`src/rtl/core/tnbk_pkg.sv`:
```
// ---------------------------------------------------------------------------
// tnbk_pkg: shared types for the top-n bid keeper
// result kinds, request codes, stored entry and result beat layout
// ---------------------------------------------------------------------------
package tnbk_pkg;

	localparam int unsigned TAG_W    = 16;
	localparam int unsigned PRICE_W  = 32;
	localparam int unsigned REV_W    = 37;
	localparam int unsigned UNITS_W  = 6;
	localparam int unsigned KIND_W   = 3;
	localparam int unsigned S_DATA_W = 48;
	localparam int unsigned M_DATA_W = 96;

	localparam logic [UNITS_W-1:0] UNITS_RESET = 6'd32;

	// request codes on the input tuser
	localparam logic REQ_OFFER = 1'b0;
	localparam logic REQ_CLOSE = 1'b1;

	typedef enum logic [KIND_W-1:0] {
		KIND_ACCEPTED = 3'd0,
		KIND_REJECTED = 3'd1,
		KIND_OUTBID   = 3'd2,
		KIND_WINNER   = 3'd3,
		KIND_SUMMARY  = 3'd4
	} kind_t;

	typedef enum logic [3:0] {
		ST_IDLE,
		ST_CHK,
		ST_EVICT,
		ST_INSERT,
		ST_RES_MAIN,
		ST_RES_OUTBID,
		ST_CL_READ,
		ST_CL_EMIT,
		ST_CL_SUM
	} state_t;

	// one stored bid
	typedef struct packed {
		logic [PRICE_W-1:0] price;
		logic [TAG_W-1:0]   tag;
	} entry_t;

	// one result beat
	typedef struct packed {
		kind_t              kind;
		logic [TAG_W-1:0]   tag;
		logic [PRICE_W-1:0] price;
		logic [REV_W-1:0]   revenue;
		logic [UNITS_W-1:0] unsold;
		logic               last;
	} res_t;

endpackage

```
`src/rtl/core/tnbk_store.sv`:
```
// ---------------------------------------------------------------------------
// tnbk_store: sorted bid memory
// one write port and one read port, read data registered
// ---------------------------------------------------------------------------
module tnbk_store
	import tnbk_pkg::*;
#(
	parameter int unsigned DEPTH = 32,
	parameter int unsigned AW    = 5
) (
	input  logic          clk,
	input  logic          we,
	input  logic [AW-1:0] waddr,
	input  entry_t        wdata,
	input  logic          re,
	input  logic [AW-1:0] raddr,
	output entry_t        rdata
);

	entry_t mem [DEPTH];
	entry_t rdata_q;

	// write port
	always_ff @(posedge clk) begin
		if (we) begin
			mem[waddr] <= wdata;
		end
	end

	// read port, data held while not enabled
	always_ff @(posedge clk) begin
		if (re) begin
			rdata_q <= mem[raddr];
		end
	end

	assign rdata = rdata_q;

endmodule

```
`src/rtl/core/tnbk_seq.sv`:
```
// ---------------------------------------------------------------------------
// tnbk_seq: request sequencer
// walks the sorted memory to insert or evict, and reads it out at close
// ---------------------------------------------------------------------------
module tnbk_seq
	import tnbk_pkg::*;
#(
	parameter int unsigned MAX_UNITS = 32,
	parameter int unsigned AW        = 5,
	parameter int unsigned CW        = 6
) (
	input  logic               clk,
	input  logic               arst_n,
	input  logic [UNITS_W-1:0] units,
	input  logic               in_valid,
	output logic               in_ready,
	input  logic               in_req,
	input  logic [TAG_W-1:0]   in_tag,
	input  logic [PRICE_W-1:0] in_price,
	output logic               mem_we,
	output logic [AW-1:0]      mem_waddr,
	output entry_t             mem_wdata,
	output logic               mem_re,
	output logic [AW-1:0]      mem_raddr,
	input  entry_t             mem_rdata,
	output logic               res_valid,
	input  logic               res_ready,
	output res_t               res,
	output logic [CW-1:0]      held_count
);

	localparam logic [UNITS_W:0] MAX_EXT = (UNITS_W+1)'(MAX_UNITS);

	state_t state_q, state_d;

	logic [TAG_W-1:0]   tag_q;
	logic [PRICE_W-1:0] price_q;
	logic               rejected_q;
	logic               evict_q;
	entry_t             ev_q;
	logic [CW-1:0]      idx_q;
	logic [CW-1:0]      count_q;
	logic [REV_W-1:0]   rev_q;

	logic [UNITS_W:0] units_ext;
	logic [UNITS_W:0] count_ext;
	logic [UNITS_W:0] cap_ext;
	logic             full;
	logic             cap_zero;
	logic [UNITS_W-1:0] unsold;
	logic             gt;
	logic [CW:0]      idx_p1;
	logic [CW:0]      idx_p2;
	logic [CW:0]      idx_m2;
	logic [CW:0]      cnt_m1;
	logic [CW:0]      raddr_full;
	logic             above_ok;
	logic             below_ok;
	entry_t           new_entry;

	// capacity, fullness and unsold units
	assign units_ext = {1'b0, units};
	assign count_ext = (UNITS_W+1)'(count_q);
	assign cap_ext   = (units_ext < MAX_EXT) ? units_ext : MAX_EXT;
	assign full      = count_ext >= cap_ext;
	assign cap_zero  = cap_ext == '0;
	assign unsold    = (units_ext > count_ext) ? UNITS_W'(units_ext - count_ext) : '0;

	// walk arithmetic and price compare against the entry just read
	assign gt        = price_q > mem_rdata.price;
	assign idx_p1    = {1'b0, idx_q} + (CW+1)'(1);
	assign idx_p2    = {1'b0, idx_q} + (CW+1)'(2);
	assign idx_m2    = {1'b0, idx_q} - (CW+1)'(2);
	assign cnt_m1    = {1'b0, count_q} - (CW+1)'(1);
	assign above_ok  = (idx_p1 < {1'b0, count_q}) && gt;
	assign below_ok  = (idx_q != '0) && !gt;
	assign new_entry = '{price: price_q, tag: tag_q};

	assign mem_raddr  = raddr_full[AW-1:0];
	assign held_count = count_q;

	// state register
	always_ff @(posedge clk or negedge arst_n) begin
		if (!arst_n) begin
			state_q <= ST_IDLE;
		end else begin
			state_q <= state_d;
		end
	end

	// next state, memory commands and result beat
	always_comb begin
		state_d    = state_q;
		in_ready   = 1'b0;
		mem_we     = 1'b0;
		mem_waddr  = idx_q[AW-1:0];
		mem_wdata  = new_entry;
		mem_re     = 1'b0;
		raddr_full = '0;
		res_valid  = 1'b0;
		res        = '{kind: KIND_ACCEPTED, tag: tag_q, price: price_q,
			revenue: '0, unsold: '0, last: 1'b1};
		case (state_q)
			ST_IDLE: begin
				in_ready = 1'b1;
				if (in_valid) begin
					if (in_req == REQ_CLOSE) begin
						state_d = ST_CL_READ;
					end else if (cap_zero) begin
						state_d = ST_RES_MAIN;
					end else if (full) begin
						mem_re  = 1'b1;
						state_d = ST_CHK;
					end else begin
						mem_re     = count_q != '0;
						raddr_full = cnt_m1;
						state_d    = ST_INSERT;
					end
				end
			end
			ST_CHK: begin
				if (gt) begin
					mem_re     = 1'b1;
					raddr_full = (CW+1)'(1);
					state_d    = ST_EVICT;
				end else begin
					state_d = ST_RES_MAIN;
				end
			end
			ST_EVICT: begin
				mem_we = 1'b1;
				if (above_ok) begin
					mem_wdata  = mem_rdata;
					mem_re     = 1'b1;
					raddr_full = idx_p2;
				end else begin
					state_d = ST_RES_MAIN;
				end
			end
			ST_INSERT: begin
				mem_we = 1'b1;
				if (below_ok) begin
					mem_wdata  = mem_rdata;
					mem_re     = 1'b1;
					raddr_full = idx_m2;
				end else begin
					state_d = ST_RES_MAIN;
				end
			end
			ST_RES_MAIN: begin
				res_valid = 1'b1;
				res.kind  = rejected_q ? KIND_REJECTED : KIND_ACCEPTED;
				res.last  = !evict_q;
				if (res_ready) begin
					state_d = evict_q ? ST_RES_OUTBID : ST_IDLE;
				end
			end
			ST_RES_OUTBID: begin
				res_valid = 1'b1;
				res.kind  = KIND_OUTBID;
				res.tag   = ev_q.tag;
				res.price = ev_q.price;
				if (res_ready) begin
					state_d = ST_IDLE;
				end
			end
			ST_CL_READ: begin
				if (idx_q < count_q) begin
					mem_re     = 1'b1;
					raddr_full = {1'b0, idx_q};
					state_d    = ST_CL_EMIT;
				end else begin
					state_d = ST_CL_SUM;
				end
			end
			ST_CL_EMIT: begin
				res_valid = 1'b1;
				res.kind  = KIND_WINNER;
				res.tag   = mem_rdata.tag;
				res.price = mem_rdata.price;
				res.last  = 1'b0;
				if (res_ready) begin
					state_d = ST_CL_READ;
				end
			end
			ST_CL_SUM: begin
				res_valid   = 1'b1;
				res.kind    = KIND_SUMMARY;
				res.tag     = '0;
				res.price   = '0;
				res.revenue = rev_q;
				res.unsold  = unsold;
				if (res_ready) begin
					state_d = ST_IDLE;
				end
			end
			default: begin
				state_d = ST_IDLE;
			end
		endcase
	end

	// held count
	always_ff @(posedge clk or negedge arst_n) begin
		if (!arst_n) begin
			count_q <= '0;
		end else if (state_q == ST_INSERT && !below_ok) begin
			count_q <= count_q + CW'(1);
		end else if (state_q == ST_CL_SUM && res_ready) begin
			count_q <= '0;
		end
	end

	// request payload, walk index and close totals
	always_ff @(posedge clk) begin
		case (state_q)
			ST_IDLE: begin
				if (in_valid) begin
					tag_q      <= in_tag;
					price_q    <= in_price;
					evict_q    <= 1'b0;
					rejected_q <= cap_zero;
					idx_q      <= (in_req == REQ_CLOSE) ? '0 : count_q;
					rev_q      <= '0;
				end
			end
			ST_CHK: begin
				rejected_q <= !gt;
				evict_q    <= gt;
				ev_q       <= mem_rdata;
				idx_q      <= '0;
			end
			ST_EVICT: begin
				if (above_ok) begin
					idx_q <= idx_q + CW'(1);
				end
			end
			ST_INSERT: begin
				if (below_ok) begin
					idx_q <= idx_q - CW'(1);
				end
			end
			ST_CL_EMIT: begin
				if (res_ready) begin
					rev_q <= rev_q + REV_W'(mem_rdata.price);
					idx_q <= idx_q + CW'(1);
				end
			end
			default: begin
			end
		endcase
	end

endmodule

```
`src/rtl/core/top_n_bid_keeper.sv`:
```
// ---------------------------------------------------------------------------
// top_n_bid_keeper: bounded sorted store of the highest bids
// offers insert or evict in the bid memory, close reads out winners and totals
// ---------------------------------------------------------------------------
// offer: rejected at once at zero capacity; when full, compared with the lowest held bid
//   and rejected, or that bid evicted and the walk run; with room, inserted by the walk
// close: each held bid read from the memory and sent as one winner beat, then a summary
// beats leave through the output register, on the output in the cycle after it takes them
// reset clears held count, units register to 32 and the sequencer; the
//   bid memory is not cleared, entries beyond the count are never used
module top_n_bid_keeper
	import tnbk_pkg::*;
#(
	parameter int unsigned MAX_UNITS = 32
) (
	input  logic                clk,
	input  logic                arst_n,
	input  logic                s_tvalid,
	output logic                s_tready,
	input  logic [S_DATA_W-1:0] s_tdata,  // bidder_tag[15:0], bid_price[47:16]
	input  logic [0:0]          s_tuser,  // req_type
	output logic                m_tvalid,
	input  logic                m_tready,
	output logic [M_DATA_W-1:0] m_tdata,  // tag_out, price_out, revenue, unsold_units, pad
	output logic [KIND_W-1:0]   m_tuser,  // result_kind
	output logic                m_tlast,  // last_of_run
	input  logic                cfg_we,
	input  logic [UNITS_W-1:0]  cfg_wdata // units_for_sale
);

	localparam int unsigned AW = (MAX_UNITS > 1) ? $clog2(MAX_UNITS) : 1;
	localparam int unsigned CW = $clog2(MAX_UNITS + 1);

	logic [UNITS_W-1:0] units_q;
	logic               mem_we;
	logic [AW-1:0]      mem_waddr;
	entry_t             mem_wdata;
	logic               mem_re;
	logic [AW-1:0]      mem_raddr;
	entry_t             mem_rdata;
	logic               res_valid;
	logic               res_ready;
	res_t               res;
	res_t               out_q;
	logic               out_valid_q;
	logic [CW-1:0]      held_count;

	// units register
	always_ff @(posedge clk or negedge arst_n) begin
		if (!arst_n) begin
			units_q <= UNITS_RESET;
		end else if (cfg_we) begin
			units_q <= cfg_wdata;
		end
	end

	tnbk_store #(
		.DEPTH (MAX_UNITS),
		.AW    (AW)
	) u_store (
		.clk   (clk),
		.we    (mem_we),
		.waddr (mem_waddr),
		.wdata (mem_wdata),
		.re    (mem_re),
		.raddr (mem_raddr),
		.rdata (mem_rdata)
	);

	tnbk_seq #(
		.MAX_UNITS (MAX_UNITS),
		.AW        (AW),
		.CW        (CW)
	) u_seq (
		.clk        (clk),
		.arst_n     (arst_n),
		.units      (units_q),
		.in_valid   (s_tvalid),
		.in_ready   (s_tready),
		.in_req     (s_tuser[0]),
		.in_tag     (s_tdata[15:0]),
		.in_price   (s_tdata[47:16]),
		.mem_we     (mem_we),
		.mem_waddr  (mem_waddr),
		.mem_wdata  (mem_wdata),
		.mem_re     (mem_re),
		.mem_raddr  (mem_raddr),
		.mem_rdata  (mem_rdata),
		.res_valid  (res_valid),
		.res_ready  (res_ready),
		.res        (res),
		.held_count (held_count)
	);

	// output register
	assign res_ready = !out_valid_q || m_tready;

	always_ff @(posedge clk or negedge arst_n) begin
		if (!arst_n) begin
			out_valid_q <= 1'b0;
		end else if (res_ready) begin
			out_valid_q <= res_valid;
		end
	end

	always_ff @(posedge clk) begin
		if (res_valid && res_ready) begin
			out_q <= res;
		end
	end

	assign m_tvalid = out_valid_q;
	assign m_tuser  = out_q.kind;
	assign m_tlast  = out_q.last;
	assign m_tdata  = {5'b0, out_q.unsold, out_q.revenue, out_q.price, out_q.tag};

	// checks
	a_count_bound: assert property (@(posedge clk) disable iff (!arst_n)
		32'(held_count) <= MAX_UNITS)
		else $error("held count above capacity");

	a_one_beat: assert property (@(posedge clk) disable iff (!arst_n)
		s_tvalid && s_tready |=> !s_tready)
		else $error("second beat taken while busy");

	a_summary_last: assert property (@(posedge clk) disable iff (!arst_n)
		res_valid && res.kind == KIND_SUMMARY |-> res.last)
		else $error("close summary not last of run");

	a_winner_not_last: assert property (@(posedge clk) disable iff (!arst_n)
		m_tvalid && m_tuser == KIND_WINNER |-> !m_tlast)
		else $error("winner beat marked last");

endmodule
```
`config.mk`:
```
export PLATFORM = sky130hd
export DESIGN_NAME = top_n_bid_keeper
export DESIGN_NICKNAME = d
export VERILOG_FILES = /design/src/rtl/core/tnbk_pkg.sv /design/src/rtl/core/tnbk_store.sv /design/src/rtl/core/tnbk_seq.sv /design/src/rtl/core/top_n_bid_keeper.sv
export SDC_FILE = /design/constraint.sdc
export NUM_CORES = 2
export LEC_CHECK = 0
export BUFFER_PORTS_ARGS = -buffer_cell sky130_fd_sc_hd__clkbuf_2
export CORE_MARGIN = 2
export CORE_UTILIZATION = 55
export CTS_CLUSTER_DIAMETER = 100
export CTS_CLUSTER_SIZE = 28
export DETAILED_ROUTE_END_ITERATION = 7
export PLACE_DENSITY_LB_ADDON = 0.2
export SLEW_MARGIN = 20
export SYNTH_ARGS = -nofsm -noshare
export SYNTH_HDL_FRONTEND = slang
export SYNTH_SLANG_ARGS = --single-unit
```
`constraint.sdc`:
```
create_clock -name clk -period 10.05 [get_ports clk]
set_input_delay 2.01 -clock clk [delete_from_list [all_inputs] [get_ports clk]]
set_output_delay 2.01 -clock clk [all_outputs]
set_load 0.03 [all_outputs]
```
* After elaboration in Yosys (flattened, before gate mapping)
Memories as Yosys holds them, arrays and structs flattened. A register that Yosys moved wholly into a read port is not among the register bits.
Cells that the tools add are included.
** Operators by class
- Bitwise logic cells :: 0
- Shifts and indexed selects :: 0
- Equality and inequality tests :: 16
- Mux-type cells :: 59
- Multipliers :: 0
- $lt $le $gt $ge :: 6
- Divide/modulo/power cells :: 0
- Reductions and logical operators :: 27
- $add $sub $neg :: 9
** Operators with widths (number)
- $pmux 48 s3 :: 1
- $mux 48 :: 2
- $pmux 48 s2 :: 1
- $mux 37 :: 2
- $pmux 37 s2 :: 1
- $mux 6 :: 8
- $add 37x32->37 :: 1
- $mux 4 :: 9
- $mux 5 :: 7
- $gt 32x32->1 :: 1
- $pmux 4 s8 :: 1
- $pmux 6 s5 :: 1
- $pmux 5 s5 :: 1
- $mux 1 :: 17
- $eq 4x3->1 const B :: 4
- $add 6x1->6 const B :: 2
- $pmux 3 s4 :: 1
- $reduce_bool 6->1 :: 2
- $ne 2x2->1 const B :: 5
- $eq 4x2->1 const B :: 2
- $add 6x1->7 const B :: 1
- $logic_not 7->1 :: 1
- $lt 7x6->1 :: 1
- $ge 6x6->1 :: 1
- 27 further kinds :: 44
** Word-level totals
- Output and inout bits :: 102
- Bits in writable memories :: 1536
- Memories kept :: 1
- Bits in latches :: 0
- Bits of input ports :: 60
- Logic and storage cells :: 136
- Register bits after elaboration :: 253
- ROM bits :: 0
** Memory list
- u_store.mem :: words 32, bits a word 48, read ports 1, clocked after Yosys merged registers in 1, wr ports 1, RTL line tnbk_store.sv:20 : entry_t mem [DEPTH];

* Depth between registers and ports, before layout
- Depth in word-level cells :: 8
- Gate-level depth with buffers :: 18
- Depth with buffers taken out :: 13

* Cells and area by module
From an unflattened synthesis, not the netlist that was laid out.
** Second synthesis, totals
- Cells, all modules :: 4586
- Area total of the unflattened synthesis :: 75244.7 um2
** Modules (own cells, without submodules)
- tnbk_store :: cells an instance 3364, sequential area each 47565.6 um2, area an instance 61205.0 um2, instances 1
- tnbk_seq :: cells an instance 1104, sequential area each 4484.3 um2, area an instance 10849.2 um2, instances 1
- top_n_bid_keeper :: cells an instance 118, sequential area each 3029.2 um2, area an instance 3190.6 um2, instances 1

* Worst setup path after synthesis
Ideal clock, no wire load.
- Path type :: input -> register
- Start point :: input port m_tready
- End point :: register out_q, in the netlist m_tdata[0] (enable)
- Setup time :: 0.550 ns
- Buffers on the path :: 0
- Data required time :: 9.500 ns
- Path slack :: 3.448 ns
- Data arrival time :: 6.052 ns
- Stages on the path :: 2
- Cell sequence :: nor2b_1 -> nor2_1
** Between the ends
- Word-level cells in the longest chain between the ends :: 2
** RTL lines
- from (decl) :: RTL line top_n_bid_keeper.sv:23 : input logic m_tready,
- $logic_or 1x1->1 :: RTL line top_n_bid_keeper.sv:96 : assign res_ready = !out_valid_q || m_tready;
- $logic_and 1x1->1 :: RTL line top_n_bid_keeper.sv:107 : if (res_valid && res_ready) begin
- to (signal assigned) :: RTL line top_n_bid_keeper.sv:108 : out_q <= res;
- to (decl) :: RTL line top_n_bid_keeper.sv:44 : res_t out_q;
Every way passes these cells.
A chain may end at the register's enable or synchronous reset.

* Worst setup path after layout
- Start point :: register, netlist name u_store.rdata[43]
- End point :: register, netlist name u_store.rdata[46]
** Between the ends
- Word-level cells in the longest chain between the ends :: 5
- Elaborated cells between the ends (all ways) :: 12
- Those cells by class :: order compare (1); mux (8); reduce/logical (3)
** RTL lines
- $gt 32x32->1 * :: RTL line tnbk_seq.sv:70 : assign gt = price_q > mem_rdata.price;
- $logic_not 1->1 :: RTL line tnbk_seq.sv:76 : assign below_ok = (idx_q != '0) && !gt;
- $logic_and 1x1->1 :: RTL line tnbk_seq.sv:76
- $mux 5 / $mux 1 (equally long branches) :: RTL line tnbk_seq.sv:142 : if (below_ok) begin
- $pmux 5 s5 / $pmux 1 s5 (equally long branches) :: RTL line tnbk_seq.sv:103 : case (state_q)
Mark *: on every way between the ends. The rest lies on a longest branch, timed or not.

==> metrics.md <==
| Metric | Value |
|---|---|
| Status | finished clean |
| Post-CTS Hold Fix Bufs | 0 |
| Global-route usage over all layers | 0.280 |
| Post-route ant nets | 0 |
| Async set or reset register ratio after synthesis | 0.00925 |
| Synth Register Bits | 1837 |
| DRT iter0 DRCs | 5684 |
| Crit-path max FO | 30 |
| Number of CTS-inserted buffers | 77 |
| CP arrival | 6.47 ns |
| RSZ-0062 raised after global routing | no |
| Share of post-route cells with drive strength above 1 | 0.104 |
| P_sw | 9.52 mW |
| First drt pass iteration count | 5 |
| Row count | 136 |
| Syn Area/Cell | 16.3 um^2 |
| Fin. Hold Viols | 0 |
| Cell taking the most area after synthesis | edfxtp_1 |
| Pin count of the biggest net entering global routing | 153 |
| Htree depth | 3 |
| Gr ovfl total | 0 |
| Synth top area share | 0.720 |
| # setup viols final | 0 |
| Leak | 27.2 nW |
| Clock power frac | 0.152 |
| Final Max Slew Viols | 0 |
| Clock Skew | 0.0336 ns |
| Pwr Density | 302 nW/um^2 |
| Mapped Area | 76000 um^2 |
| Port Buffers | 156 |
| Switching part of the total | 0.387 |
| Count of cell types in the netlist | 82 |
| Commonest cells in the netlist | edfxtp_1 (1820), mux2i_1 (1005), nand2_1 (544) |
| Worst-path cell chain | inv_1 -> ha_1 -> nand3_1 -> or4_1 -> nand4bb_1 -> and4_4 -> o21a_1 -> a21o_1 -> a221o_1 -> nor3_4 -> buf_4 -> buf_4 -> a22oi_1 -> and4_1 |
| Stages on the worst setup path | 14 |
| Slew Limit Headroom | 0.171 |
| CP Capture Type | flop |
| Clk sinks | 1837 |
| Placer congestion estimate | 0.842 |
| Post-DP HPWL | 105000 um |
| Delay-heaviest family, CP | simple AND/OR/NAND/NOR gates |
| Synth-to-Final Area Change | 7.49% |
| Wire per inst | 30.4 um |
| Hold WC Path Type | reg -> reg |
| WL final | 201000 um |
| Die area | 141000 um^2 |
| Worst Setup Path Type | reg -> reg |
| Clock Latency Late Sink | 0.73 ns |
| Period utilization | 0.595 |
| Initial Util | 0.553 |
| Most frequent cell on the critical path | buf_4 |
| Logic pwr share | 0.415 |
| Initial antenna violation count | 8 |
| # Post-CTS Setup Buffers | 0 |
| CORE AREA | 137000 um^2 |
| Die W | 376 um |
| Root buffer cell | clkbuf_16 |
| Number of nets in the layout | 4966 |
| CTS tree | done |
| Final Power | 24.6 mW |
| Sequential power share | 0.433 |
| Vias | 42301 |
| Die Y-Extent | 376 um |
| Clock period minus worst slack | 5.98 ns |
| Setup TNS | 0 ns |
| Startpoint types | flop |
| Peak supply drop | 332 uV |
| Syn. warnings | 0 |
| Filler cell count | 10142 |
| Synth Flop Type | edfxtp_1 |
| Worst-Margin Slew | 1.24 ns |
| IO Pins | 162 |
| Fmax | 167 MHz |
| CP required | 10.54 ns |
| Sequential share of the synthesized area | 0.725 |
| Crit-path max cell delay | 0.81 ns |
| Drc violations | 0 |
| Max-Cap Viols | 0 |
| Vias in the first global route | 39166 |
| CP bufs+invs | 3 |
| Critical-path top delay cell | or4_1 |
| Cells on Worst Hold Path | 0 |
| Synthesized instance count | 4668 |
| Post-CTS sizing | 0 |
| Most frequent cell after synthesis | edfxtp_1 |
| Internal power | 15.1 mW |
| EDFF count, synth | 1820 |
| Drt via density | 6.39 |
| Ranking of synthesized cells by area | edfxtp_1 (72%), mux2i_1 (13%), nand2_1 (2.7%) |
| # diodes | 0 |
| First-pass GRT wire length | 280000 um |
| Reg2Reg Depth | 14 |
| Clk buf depth | 3 |
| Clk slew on worst S/H paths | 0.10 ns |
-- area by class of cell --
cell class | count | area (um^2) | area share
Inverter | 64 | 241 | 0.00296
Multi-Input combinational cell | 2528 | 19900 | 0.244
Timing Repair Buffer | 297 | 2010 | 0.0246
Clock inverter | 11 | 149 | 0.00182
Clock buffer | 86 | 2020 | 0.0248
Tap cell | 1794 | 2240 | 0.0275
Sequential cell | 1837 | 55100 | 0.675
-- layer usage --
metal,GRT usage,vias to the layer above,share of wire
met5,0.00823,-,0.0010
met4,0.0837,10,0.029
met3,0.0602,313,0.11
met2,0.427,2259,0.45
met1,0.407,21457,0.41
li1,-,18262,-
-- placed cells by master, fill, tap and decap left out, drive strengths merged, types with 4 or more instances in the layout --
cell type	n
a31oi	10
ha	98
a21oi	48
o21a	7
o21ai	110
clkbuf	242
nor4	8
mux2i	1005
nor3b	5
and2	40
xor2	19
a32oi	189
and4	4
nor2b	14
xnor2	24
inv	69
dfrtp	16
nand2	545
nand2b	13
o21bai	4
o31ai	32
or3	6
buf	141
edfxtp	1820
a22o	8
conb	5
nor3	24
mux2	12
o211ai	8
a221oi	4
clkinv	5
a211oi	15
nand3	36
nand4	56
and3	14
a21o	25
nor2	103
a22oi	4
-- metrics by stage --
| step | util | std cells | setup slack (ns) | area (um^2) | hold slack [ns] |
|---|---|---|---|---|---|
| after detailed placement | 0.578 | 6513 | 4.16 | 79400 | 0.477 |
| after global placement | 0.578 | 6511 | 3.90 | 79300 | 0.460 |
| after global routing | 0.595 | 6617 | 3.89 | 81600 | 0.517 |
| final | 0.595 | 6617 | 4.07 | 81600 | 0.498 |
| after CTS | 0.594 | 6610 | 4.24 | 81600 | 0.497 |
| after floorplan | - | 4672 | 3.45 | 76000 | 0.450 |
-- sequential cells by signal, indices dropped and copies added (netlist names), 16 cells and up --
signal and count:
u_store.mem 1536, u_store.rdata 48, u_seq.tag_q 16, u_seq.price_q 32
u_seq.rev_q 37, u_seq.ev_q 48, m_tdata 91
-- worst reg2reg max path, stage by stage, from the launching register on --
cell and delay, ns:
edfxtp_1 0.76, inv_1 0.15, ha_1 0.37, nand3_1 0.19, or4_1 0.81, nand4bb_1 0.34
and4_4 0.23, o21a_1 0.15, a21o_1 0.19, a221o_1 0.41, nor3_4 0.42, buf_4 0.49
buf_4 0.78, a22oi_1 0.20, and4_1 0.26
-- path summary, 6_finish.rpt --
check	to	start	slack [ns]
max	u_store.rdata[46]	u_store.rdata[43]	4.07
min	u_seq.ev_q[13]	u_store.rdata[13]	0.50
max reg2reg	u_store.rdata[46]	u_store.rdata[43]	4.07
min reg2reg	u_seq.ev_q[13]	u_store.rdata[13]	0.50
max in group asynchronous	u_seq.state_q[1]	arst_n	8.48
min in group asynchronous	u_seq.held_count[3]	arst_n	1.22
-- cell families after synthesis --
| kind of cell | count (synthesis) | synth area share |
|---|---|---|
| AOI/OAI and AO/OA | 489 | 0.0474 |
| other | 1 | 0.0000494 |
| adders and majority gates | 101 | 0.0169 |
| and+or+nand+nor | 873 | 0.0506 |
| buffers and inverters | 307 | 0.0207 |
| muxes | 1017 | 0.134 |
| xor gates and xnor gates | 43 | 0.00496 |
| DFF | 1837 | 0.725 |
-- power by group through the flow --
stage	Sequential, mW	Combinational, mW	Clock (mW)
global route	10.7	10.9	4.03
floorplan	11.0	6.95	0
CTS	10.7	10.1	3.80
global placement	10.8	9.89	0
detailed placement	10.8	10.1	0
finish	10.7	10.2	3.74
Note: power is estimated with default switching activity, not from simulation.
